===== config.mk =====
export PLATFORM = sky130hd
export DESIGN_NAME = sprite_frame_sequencer_top_flat
export DESIGN_NICKNAME = d
export VERILOG_FILES = /design/src/sfs_pkg.sv /design/src/sfs_if.sv /design/src/sprite_frame_sequencer_top.sv /design/src/sfs_ctrl.sv /design/src/sfs_datapath.sv /design/src/flat_wrapper.sv
export SDC_FILE = /design/constraint.sdc
export NUM_CORES = 1
export LEC_CHECK = 0
export BUFFER_PORTS_ARGS = -buffer_cell sky130_fd_sc_hd__buf_4
export CAP_MARGIN = 30
export CORE_AREA = 2 2 149 151
export DETAILED_ROUTE_END_ITERATION = 12
export DIE_AREA = 0 0 151 153
export GPL_ROUTABILITY_DRIVEN = 0
export PLACE_DENSITY = 0.61
export SLEW_MARGIN = 0
export SYNTH_ARGS = -nofsm -noshare
export SYNTH_HDL_FRONTEND = slang
export SYNTH_SLANG_ARGS = --single-unit

===== constraint.sdc =====
create_clock -name clk -period 8.05 [get_ports clk]
set_clock_uncertainty 0.05 [all_clocks]
set_input_delay 0.4025 -clock clk [delete_from_list [all_inputs] [get_ports clk]]
set_output_delay 0.4025 -clock clk [all_outputs]
set_load 0.01 [all_outputs]

===== src/sfs_pkg.sv =====
package sfs_pkg;

  localparam int CFG_IDX_W   = 3;
  localparam int ADV_W       = 16;
  localparam int TURN_STEP   = 2;
  localparam int RESET_SPEED = 64;

  localparam logic [CFG_IDX_W-1:0] REG_FRAME_COUNT   = 3'd0;
  localparam logic [CFG_IDX_W-1:0] REG_FIRST_FRAME   = 3'd1;
  localparam logic [CFG_IDX_W-1:0] REG_LAST_FRAME    = 3'd2;
  localparam logic [CFG_IDX_W-1:0] REG_SPEED         = 3'd3;
  localparam logic [CFG_IDX_W-1:0] REG_BIDIRECTIONAL = 3'd4;
  localparam logic [CFG_IDX_W-1:0] REG_START_REVERSE = 3'd5;
  localparam logic [CFG_IDX_W-1:0] REG_ONCE_MODE     = 3'd6;

  typedef enum logic [1:0] {
    ST_IDLE,
    ST_LOOP,
    ST_DONE
  } state_t;

  typedef struct packed {
    logic accept;
    logic step;
    logic out_load;
  } ctrl_cmd_t;

  typedef struct packed {
    logic direct;
    logic due;
  } dp_status_t;

endpackage


===== src/sfs_if.sv =====
interface sfs_in_if #(
  parameter int TICK_BITS = 16
);
  logic                        valid;
  logic                        ready;
  logic signed [TICK_BITS:0]   tick_amount;
  logic                        restart;

  modport source (output valid, output tick_amount, output restart, input ready);
  modport sink   (input valid, input tick_amount, input restart, output ready);
endinterface

interface sfs_out_if import sfs_pkg::*; #(
  parameter int FRAME_BITS = 8
);
  logic                        valid;
  logic                        ready;
  logic signed [FRAME_BITS:0]  current_frame;
  logic                        finished;
  logic [ADV_W-1:0]            advances;
  logic                        moving_back;

  modport source (output valid, output current_frame, output finished,
                  output advances, output moving_back, input ready);
  modport sink   (input valid, input current_frame, input finished,
                  input advances, input moving_back, output ready);
endinterface


===== src/sprite_frame_sequencer_top.sv =====
// Channel   Dir  Payload                                          Transfer
// items     in   tick_amount, restart                             valid && ready
// results   out  current_frame, finished, advances, moving_back   valid && ready
// cfg       in   cfg_index, cfg_data                              cfg_we
//
// Idle takes an item, loop steps one frame per cycle while the countdown is
// due, done loads the result; a restart or an item at speed 0 skips loop.
// A new item is taken once the previous result sits in the output register.
// Reset is synchronous and restores the register defaults and the start frame.
// A stalled result holds the output register; the next result waits in done.
module sprite_frame_sequencer_top import sfs_pkg::*; #(
  parameter int FRAME_BITS = 8,
  parameter int TICK_BITS  = 16
) (
  input  logic                        clk,
  input  logic                        rst,
  sfs_in_if.sink                      items,
  sfs_out_if.source                   results,
  input  logic                        cfg_we,
  input  logic [CFG_IDX_W-1:0]        cfg_index,
  input  logic [((TICK_BITS > FRAME_BITS + 1) ? TICK_BITS : FRAME_BITS + 1)-1:0] cfg_data
);

  localparam int CFG_W = (TICK_BITS > FRAME_BITS + 1) ? TICK_BITS : FRAME_BITS + 1;

  ctrl_cmd_t  cmd;
  dp_status_t status;

  sfs_ctrl u_ctrl (
    .clk       (clk),
    .rst       (rst),
    .in_valid  (items.valid),
    .in_ready  (items.ready),
    .out_valid (results.valid),
    .out_ready (results.ready),
    .status    (status),
    .cmd       (cmd)
  );

  sfs_datapath #(
    .FRAME_BITS (FRAME_BITS),
    .TICK_BITS  (TICK_BITS),
    .CFG_W      (CFG_W)
  ) u_datapath (
    .clk           (clk),
    .rst           (rst),
    .cfg_we        (cfg_we),
    .cfg_index     (cfg_index),
    .cfg_data      (cfg_data),
    .tick_amount   (items.tick_amount),
    .restart       (items.restart),
    .cmd           (cmd),
    .status        (status),
    .current_frame (results.current_frame),
    .finished      (results.finished),
    .advances      (results.advances),
    .moving_back   (results.moving_back)
  );

  a_one_item: assert property (@(posedge clk) disable iff (rst)
    (items.valid && items.ready) |=> !items.ready)
    else $error("item taken while previous item in flight");

  a_no_overwrite: assert property (@(posedge clk) disable iff (rst)
    cmd.out_load |-> (!results.valid || results.ready))
    else $error("pending result overwritten");

  a_step_due: assert property (@(posedge clk) disable iff (rst)
    cmd.step |-> (status.due && !cmd.accept && !cmd.out_load))
    else $error("frame step without due countdown");

endmodule


===== src/sfs_ctrl.sv =====
module sfs_ctrl import sfs_pkg::*; (
  input  logic       clk,
  input  logic       rst,
  input  logic       in_valid,
  output logic       in_ready,
  output logic       out_valid,
  input  logic       out_ready,
  input  dp_status_t status,
  output ctrl_cmd_t  cmd
);

  state_t state;
  state_t state_next;

  always_ff @(posedge clk) begin
    if (rst) begin
      state     <= ST_IDLE;
      out_valid <= 1'b0;
    end else begin
      state <= state_next;
      if (cmd.out_load) begin
        out_valid <= 1'b1;
      end else if (out_ready) begin
        out_valid <= 1'b0;
      end
    end
  end

  always_comb begin
    state_next = state;
    cmd        = '0;
    in_ready   = 1'b0;
    unique case (state)
      ST_IDLE: begin
        in_ready = !rst;
        if (in_valid && !rst) begin
          cmd.accept = 1'b1;
          state_next = status.direct ? ST_DONE : ST_LOOP;
        end
      end
      ST_LOOP: begin
        if (status.due) begin
          cmd.step = 1'b1;
        end else begin
          state_next = ST_DONE;
        end
      end
      ST_DONE: begin
        if (!out_valid || out_ready) begin
          cmd.out_load = 1'b1;
          state_next   = ST_IDLE;
        end
      end
      default: state_next = ST_IDLE;
    endcase
  end

endmodule


===== src/sfs_datapath.sv =====
module sfs_datapath import sfs_pkg::*; #(
  parameter int FRAME_BITS = 8,
  parameter int TICK_BITS  = 16,
  parameter int CFG_W      = 16
) (
  input  logic                        clk,
  input  logic                        rst,
  input  logic                        cfg_we,
  input  logic [CFG_IDX_W-1:0]        cfg_index,
  input  logic [CFG_W-1:0]            cfg_data,
  input  logic signed [TICK_BITS:0]   tick_amount,
  input  logic                        restart,
  input  ctrl_cmd_t                   cmd,
  output dp_status_t                  status,
  output logic signed [FRAME_BITS:0]  current_frame,
  output logic                        finished,
  output logic [ADV_W-1:0]            advances,
  output logic                        moving_back
);

  localparam int FW  = FRAME_BITS + 1;
  localparam int FX  = FRAME_BITS + 3;
  localparam int CDW = TICK_BITS + 2;
  localparam logic signed [FX-1:0] ONE = FX'(1);
  localparam logic signed [FX-1:0] TWO = FX'(TURN_STEP);
  localparam logic [ADV_W-1:0] ADV_MAX = '1;

  logic [FW-1:0]          frame_count;
  logic [FRAME_BITS-1:0]  first_frame;
  logic signed [FW-1:0]   last_frame;
  logic [TICK_BITS-1:0]   speed;
  logic                   bidirectional;
  logic                   start_reverse;
  logic                   once_mode;

  logic signed [FW-1:0]   frame_index;
  logic                   backward;
  logic signed [CDW-1:0]  countdown;
  logic                   done_flag;
  logic [ADV_W-1:0]       adv;

  logic signed [FX-1:0]   fi_x;
  logic signed [FX-1:0]   first_x;
  logic signed [FX-1:0]   count_x;
  logic signed [FX-1:0]   last_x;
  logic signed [FX-1:0]   end_x;
  logic signed [FX-1:0]   frame_step;
  logic                   back_step;
  logic                   done_step;
  logic                   past;
  logic [TICK_BITS:0]     t_raw;
  logic [TICK_BITS:0]     mag;

  assign fi_x    = {{2{frame_index[FW-1]}}, frame_index};
  assign first_x = {3'b000, first_frame};
  assign count_x = {2'b00, frame_count};
  assign last_x  = {{2{last_frame[FW-1]}}, last_frame};
  assign end_x   = last_frame[FW-1] ? (count_x - ONE) : last_x;

  assign t_raw = tick_amount;
  assign mag   = t_raw[TICK_BITS] ? (~t_raw + (TICK_BITS + 1)'(1)) : t_raw;

  assign status.direct = restart || (speed == '0);
  assign status.due    = countdown[CDW-1] || (countdown == '0);

  always_comb begin
    back_step = backward;
    done_step = done_flag;
    past      = 1'b0;
    if (backward) begin
      frame_step = fi_x - ONE;
      if (frame_step < first_x) begin
        if (bidirectional) begin
          back_step  = 1'b0;
          frame_step = frame_step + TWO;
        end else begin
          frame_step = end_x;
        end
        if (once_mode) begin
          done_step = 1'b1;
        end
      end
    end else begin
      frame_step = fi_x + ONE;
      past = last_frame[FW-1] ? (frame_step >= count_x) : (frame_step > last_x);
      if (past) begin
        if (bidirectional) begin
          back_step  = 1'b1;
          frame_step = frame_step - TWO;
        end else begin
          frame_step = first_x;
          if (once_mode) begin
            done_step = 1'b1;
          end
        end
      end
    end
  end

  always_ff @(posedge clk) begin
    if (rst) begin
      frame_count   <= FW'(1);
      first_frame   <= '0;
      last_frame    <= '1;
      speed         <= TICK_BITS'(RESET_SPEED);
      bidirectional <= 1'b0;
      start_reverse <= 1'b0;
      once_mode     <= 1'b0;
      frame_index   <= '0;
      backward      <= 1'b0;
      countdown     <= CDW'(RESET_SPEED);
      done_flag     <= 1'b0;
      adv           <= '0;
    end else begin
      if (cfg_we) begin
        unique case (cfg_index)
          REG_FRAME_COUNT:   frame_count   <= cfg_data[FW-1:0];
          REG_FIRST_FRAME:   first_frame   <= cfg_data[FRAME_BITS-1:0];
          REG_LAST_FRAME:    last_frame    <= cfg_data[FW-1:0];
          REG_SPEED:         speed         <= cfg_data[TICK_BITS-1:0];
          REG_BIDIRECTIONAL: bidirectional <= cfg_data[0];
          REG_START_REVERSE: start_reverse <= cfg_data[0];
          REG_ONCE_MODE: begin
            once_mode <= cfg_data[0];
            done_flag <= 1'b0;
            if (cfg_data[0]) begin
              frame_index <= {1'b0, first_frame};
            end
          end
          default: ;
        endcase
      end
      if (cmd.accept) begin
        adv <= '0;
        if (restart) begin
          frame_index <= {1'b0, first_frame};
          backward    <= start_reverse;
          done_flag   <= 1'b0;
          countdown   <= {2'b00, speed};
        end else if (speed != '0) begin
          countdown <= countdown - signed'({1'b0, mag});
        end
      end
      if (cmd.step) begin
        frame_index <= frame_step[FW-1:0];
        backward    <= back_step;
        done_flag   <= done_step;
        countdown   <= countdown + signed'({2'b00, speed});
        if (adv != ADV_MAX) begin
          adv <= adv + ADV_W'(1);
        end
      end
    end
  end

  always_ff @(posedge clk) begin
    if (cmd.out_load) begin
      current_frame <= frame_index;
      finished      <= done_flag;
      advances      <= adv;
      moving_back   <= backward;
    end
  end

endmodule

===== src/flat_wrapper.sv =====
// flat-port wrapper written by rule: the top's interface ports become plain ports
module sprite_frame_sequencer_top_flat import sfs_pkg::*;
#(
  parameter int FRAME_BITS = 8,
  parameter int TICK_BITS  = 16
)
  (clk, rst, cfg_we, cfg_index, cfg_data, items_valid, items_tick_amount, items_restart, items_ready, results_valid, results_current_frame, results_finished, results_advances, results_moving_back, results_ready);
  sfs_in_if #(.TICK_BITS(TICK_BITS)) items_i ();
  sfs_out_if #(.FRAME_BITS(FRAME_BITS)) results_i ();
  input  logic clk;
  input  logic rst;
  input  logic cfg_we;
  input  logic [CFG_IDX_W-1:0] cfg_index;
  input  logic [((TICK_BITS > FRAME_BITS + 1) ? TICK_BITS : FRAME_BITS + 1)-1:0] cfg_data;
  input wire logic [$bits(items_i.valid)-1:0] items_valid;
  input wire logic [$bits(items_i.tick_amount)-1:0] items_tick_amount;
  input wire logic [$bits(items_i.restart)-1:0] items_restart;
  output wire logic [$bits(items_i.ready)-1:0] items_ready;
  output wire logic [$bits(results_i.valid)-1:0] results_valid;
  output wire logic [$bits(results_i.current_frame)-1:0] results_current_frame;
  output wire logic [$bits(results_i.finished)-1:0] results_finished;
  output wire logic [$bits(results_i.advances)-1:0] results_advances;
  output wire logic [$bits(results_i.moving_back)-1:0] results_moving_back;
  input wire logic [$bits(results_i.ready)-1:0] results_ready;
  assign items_i.valid = items_valid;
  assign items_i.tick_amount = items_tick_amount;
  assign items_i.restart = items_restart;
  assign items_ready = items_i.ready;
  assign results_valid = results_i.valid;
  assign results_current_frame = results_i.current_frame;
  assign results_finished = results_i.finished;
  assign results_advances = results_i.advances;
  assign results_moving_back = results_i.moving_back;
  assign results_i.ready = results_ready;
  sprite_frame_sequencer_top #(.FRAME_BITS(FRAME_BITS), .TICK_BITS(TICK_BITS)) u_core (.clk(clk), .rst(rst), .items(items_i), .results(results_i), .cfg_we(cfg_we), .cfg_index(cfg_index), .cfg_data(cfg_data));
endmodule

Word level (Yosys, flattened, before mapping)

Index checks and enable logic that the tools add are counted.

Bits of input ports: 42
Output and inout port bits: 29
Bits in registers: 120

Equal/unequal tests: 15
Reduce and logical (&&, ||, !) cells: 26
Bitwise gates (word level): 1
Multiplexer cells: 53
Add/sub/neg operators: 9
Order comparisons: 3

Operators by type and width:

| operator                                                            | number |
|---|---|
| 9-bit two-way mux                                                   | 12 |
| 18-bit two-way mux                                                  | 4 |
| 16-bit two-way mux                                                  | 3 |
| 1-bit two-way mux                                                   | 28 |
| 18-bit by 17-bit adder with 18-bit output                           | 1 |
| 18-bit zero test                                                    | 1 |
| 2-bit AND reduction                                                 | 9 |
| 18-bit subtractor                                                   | 1 |
| 17-bit by 1-bit adder with 17-bit output, second input constant     | 1 |
| 17-bit two-way mux                                                  | 1 |
| 17-bit NOT                                                          | 1 |
| 16-bit by 1-bit adder with 16-bit output, second input constant     | 1 |
| 16-bit zero test                                                    | 1 |
| 16-bit != test, second input constant                               | 1 |
| 16-bit nonzero test                                                 | 1 |
| 9-bit by 2-bit adder with 10-bit output, second input constant      | 1 |
| 10-bit >= comparator                                                | 1 |
| 10-bit by 9-bit greater-than comparator with 1-bit output           | 1 |
| 10-bit by 9-bit less-than comparator with 1-bit output              | 1 |
| 9-bit by 2-bit subtractor with 10-bit output, second input constant | 1 |
| 9-bit by 3-bit adder with 9-bit output, second input constant       | 1 |
| 3-bit == test, second input constant                                | 3 |
| 3-bit != test, second input constant                                | 3 |
| 9-bit by 1-bit subtractor with 9-bit output, second input constant  | 1 |
| other kinds (16)                                                    | 28 |

Logic depth before layout (Yosys ltp)

Depth in word-level cells: 8
Mapped depth: 18

By module

From an unflattened synthesis, not the netlist that was laid out.

Cells, all modules: 1071
Area, all modules: 8663.3 sq um

By module, submodules not included:

| module       | cells each | times used | area each (sq um) |
|---|---|---|---|
| sfs_datapath | 1054       | 1          | 8501.9 |
| sfs_ctrl     | 17         | 1          | 161.4 |

Worst setup path before layout

OpenSTA, ideal clock, no wires.

Path type: register to register
Start: reg u_core.u_datapath.frame_index[0]
End: reg u_core.u_datapath.frame_index[3]
Path slack: 4.116 ns
Cell stages (with the launch flop): 18
Data arrival time: 3.757 ns
Clock period less this slack: 3.934 ns
Data required time: 7.873 ns
Buffers on the path: 2
Path through: dfxtp_1 clkbuf_1 inv_1 ha_1 or3b_1 clkbuf_1 nor3_1 xnor2_1 inv_1 ha_1 and2_1 a221oi_1 o221a_2 or3_1 nand2_1 a2111oi_0 a311o_1 or3_1

Longest elaborated chain between the ends: 6

RTL lines:

| element                                                                                                        | line                                   | text |
|---|---|---|
| from (decl)                                                                                                    | sfs_datapath.sv:36                     | `logic signed [FW-1:0] frame_index;` |
| from (signal assigned)                                                                                         | sfs_datapath.sv:127                    | `frame_index <= {1'b0, first_frame};` |
| from (signal assigned)                                                                                         | sfs_datapath.sv:136                    | `frame_index <= {1'b0, first_frame};` |
| from (signal assigned)                                                                                         | sfs_datapath.sv:145                    | `frame_index <= frame_step[FW-1:0];` |
| 9-bit by 2-bit adder with 10-bit output / 9-bit by 2-bit subtractor with 10-bit output (equally long branches) | sfs_datapath.sv:84, sfs_datapath.sv:71 |  |
| 9-bit by 3-bit subtractor with 9-bit output (tied with other cells)                                            | sfs_datapath.sv:89                     | `frame_step = frame_step - TWO;` |
| 9-bit two-way mux (tied with other cells)                                                                      | sfs_datapath.sv:87                     | `if (bidirectional) begin` |
| 9-bit two-way mux (on tied branches)                                                                           | sfs_datapath.sv:86, sfs_datapath.sv:72 |  |
| 9-bit two-way mux *                                                                                            | sfs_datapath.sv:70                     | `if (backward) begin` |
| 9-bit two-way mux *                                                                                            | sfs_datapath.sv:144                    | `if (cmd.step) begin` |

Mark *: on every way between the ends. The rest lies on a longest branch, timed or not.
A chain may end at the register's enable or synchronous reset.

Worst setup path in the final report

Same ends and word-level chain as after synthesis.

==> run metrics <==
distinct cell type count after synthesis 76; number of diodes 0; family with the most delay on the worst path simple AND/OR/NAND/NOR gates; Synth Register Bits 120; Final Cycle Share 0.5472; drt total wl 23.59 mm; XOR/XNOR Fraction of Synth Area 0.06391; Clock Tree Buf Depth 2; layout cells sized above 1 0.1066; Mapped Avg Cell Area 7.941 sq um; die width 151 um; vias 7,951; Reg clk slew, reported paths about 0.060 ns; antenna violation net count after detailed routing 0; final net count 1,223; largest net degree at the start of global routing 73; WP buf/inv 2; Global Route Usage Sum 0.2055; Clock Sink Count 120; Synth area leader dfxtp_1; prevailing post-synth register cell dfxtp_1; fin. max-slew vios 0; initial core utilization 0.3955; layout filler cell count 2,163; first-pass GRT wire length roughly 38 mm; post-CTS sizing 0; Post-CTS Setup Inserts 0; crit-path max cell delay 0.52 ns; critical path data arrival time ~4.7 ns; RSZ-0062 raised after global routing false; Post-CTS Hold Fix Bufs 0; FMAX 227.0 MHz; final-report hold violation count 0; TritonCTS clock tree built; Worst VDD drop 160.0 uV; share of the synthesized area in the top cell type 0.2191; register area 2673 sq um; ys async rst share 0; area grow syn2layout 15.67%; vias in the first global route 7,228; min setup slack post-route around 3.6 ns; final setup vio count 0; Crit Path Class reg -> reg; Final HPWL DP approximately 17 mm; Post-Synth Adder-Cell Area 0.1019; CTS Root Buffer Type clkbuf_16; TNS Setup 0 ns; Synth warnings 0; Max Cap Viol 0; LEAKAGE 3.910 nW; die area around 23,000 sq um; power per cell area 180.7 nW/um^2; Hold WS 0.1750 ns; initial antenna violation count 0; Hold Path Class in -> reg; total CTS buffers 17; Skew-Pair Late Insertion Delay 0.42 ns; status finished, final reports clean; Seq/Total Area, Yosys 0.3145; netlist area before placement 8497 sq um; Synth area leaders dfxtp_1 22%, ha_1 9.7%, edfxtp_1 9.5%; pre-CTS WS 3.711 ns; DRT iter0 DRCs 569; multiplexer share of the synthesized area 0.02871; Syn Inst Count 1,070; Synth Area in Compound Gates 0.2047; net count after synthesis 1,180; Slew @ Worst Pin 0.9757 ns; vias per cell 5.655; largest family of logic cells by synthesized area simple AND/OR/NAND/NOR gates; minimum clock period about 4.4 ns; CP cell instances inv_1 > ha_1 > or3b_1 > nor3_1 > xnor2_1 > inv_1 > ha_1 > and2_1 > a221oi_1 > o221a_2 > or3_1 > nand2_1 > a2111oi_0 > a311o_1 > or3_1; Slew headroom 0.3487; Port Buffers 70; CTS HTree Levels 4; CP max FO 14; DR WL/cell 16.78 um; first-pass detailed-route iteration total 5; Req. time, crit path 8.30 ns; most common cell after layout, fill and taps aside nand2_1; DRC viols 0; critical path endpoint category register; core area 21,490 sq um; GRT overflow 0; EDFF count, synth 27; die height between 150 and 200 um; Critical Path Slowest Stage Cell or3_1; # IOs 71; multi-input logic area 5420 sq um; simple-gate share of the synthesized area 0.2384; row count 54; Critical Path Source Type register; commonest cells after routing, fill and taps aside 140 x nand2_1, 93 x dfxtp_1, 90 x nor2_1, 85 x a21oi_1, 74 x buf_4
==> tightest hold or removal path, delay by kind of cell <==
family | cells | cell delay, ns
buf+inv | 1 | 0.11
compound gates | 1 | 0.05
simple gates | 1 | 0.04
==> path summary, 6_finish.rpt <==
kind	from	slack, ns	to	cells past startpoint
max reg2reg	u_core.u_datapath.frame_index[0]	3.64	u_core.u_datapath.frame_index[3]	15
min	cfg_data[9]	0.17	u_core.u_datapath.speed[9]	3
max	u_core.u_datapath.frame_index[0]	3.64	u_core.u_datapath.frame_index[3]	15
min reg2reg	u_core.u_datapath.done_flag	0.41	u_core.u_datapath.finished	0
==> registers in the layout (all words and copies together), names as in the netlist <==
name	flops
u_core.u_datapath.speed	16
u_core.u_datapath.first_frame	8
u_core.u_datapath.backward	1
u_core.u_ctrl.out_valid	1
u_core.u_datapath.countdown	18
u_core.u_datapath.moving_back	1
u_core.u_datapath.frame_index	9
u_core.u_datapath.current_frame	9
u_core.u_datapath.once_mode	1
u_core.u_datapath.done_flag	1
u_core.u_datapath.advances	16
u_core.u_datapath.start_reverse	1
u_core.u_datapath.frame_count	9
u_core.u_datapath.finished	1
u_core.u_datapath.bidirectional	1
u_core.u_ctrl.state	2
u_core.u_datapath.adv	16
u_core.u_datapath.last_frame	9
==> power by group <==
group / internal [W] / switching [W]
combinational: 0.000134 / 0.000183
clock: 0.000494 / 0.000306
sequential: 0.000635 / 0.0000230
total: 0.00126 / 0.000512
==> metrics by stage <==
| stage | cell area [sq um] | util | total power (W) | cells |
|---|---|---|---|---|
| 2_1_floorplan | 8497 | - | 0.0008913 | 1070 |
| 3_3_place_gp | 9209 | 0.4286 | 0.0009831 | 1374 |
| 3_5_place_dp | 9209 | 0.4286 | 0.0009849 | 1374 |
| 4_1_cts | 9828 | 0.4574 | 0.001782 | 1406 |
| 5_1_grt | 9828 | 0.4574 | 0.001853 | 1406 |
| 6_report | 9828 | 0.4574 | 0.001776 | 1406 |
==> cells by family after synthesis <==
kind of cell	after synthesis
adders and majority gates	68
buffers and inverters	106
muxes	24
and+or+nand+nor	419
xor gates and xnor gates	62
AOI/OAI and AO/OA	271
DFF	120
==> synth_stat cells, types with 3 or more instances <==
cell type  count
nand2_1      140
dfxtp_1       93
nor2_1        91
a21oi_1       85
ha_1          66
inv_1         55
o21ai_0       46
clkbuf_1      44
nand3_1       34
nor3_1        33
xnor2_1       33
xor2_1        29
edfxtp_1      27
mux2i_1       21
nand4_1       21
a211oi_1      19
o211ai_1      19
a31oi_1       17
a21o_1        16
nor2b_1       13
nor4_1        13
and2_1        12
and3_1        12
or3_1         11
nand2b_1      10
o31ai_1        9
o21a_1         8
a221oi_1       6
nand3b_1       5
a311o_1        4
buf_1          4
o21bai_1       4
o22ai_1        4
a2111oi_0      3
nor3b_1        3
o2111ai_1      3
==> routing by layer <==
layer / track usage / part of all wire
met4: 0.05474 / 0.017
met5: 0 / 0
met3: 0.03254 / 0.054
met1: 0.2976 / 0.49
met2: 0.3171 / 0.44
==> layout make-up <==
class / count / share of cell area
Multi-Input combinational cell: 844 / 0.5515
Sequential cell: 120 / 0.2719
Timing Repair Buffer: 74 / 0.05652
Clock buffer: 17 / 0.04328
Tap cell: 280 / 0.03565
Inverter: 56 / 0.02139
Clock inverter: 15 / 0.01973
Power figures use the tool's default switching activity.
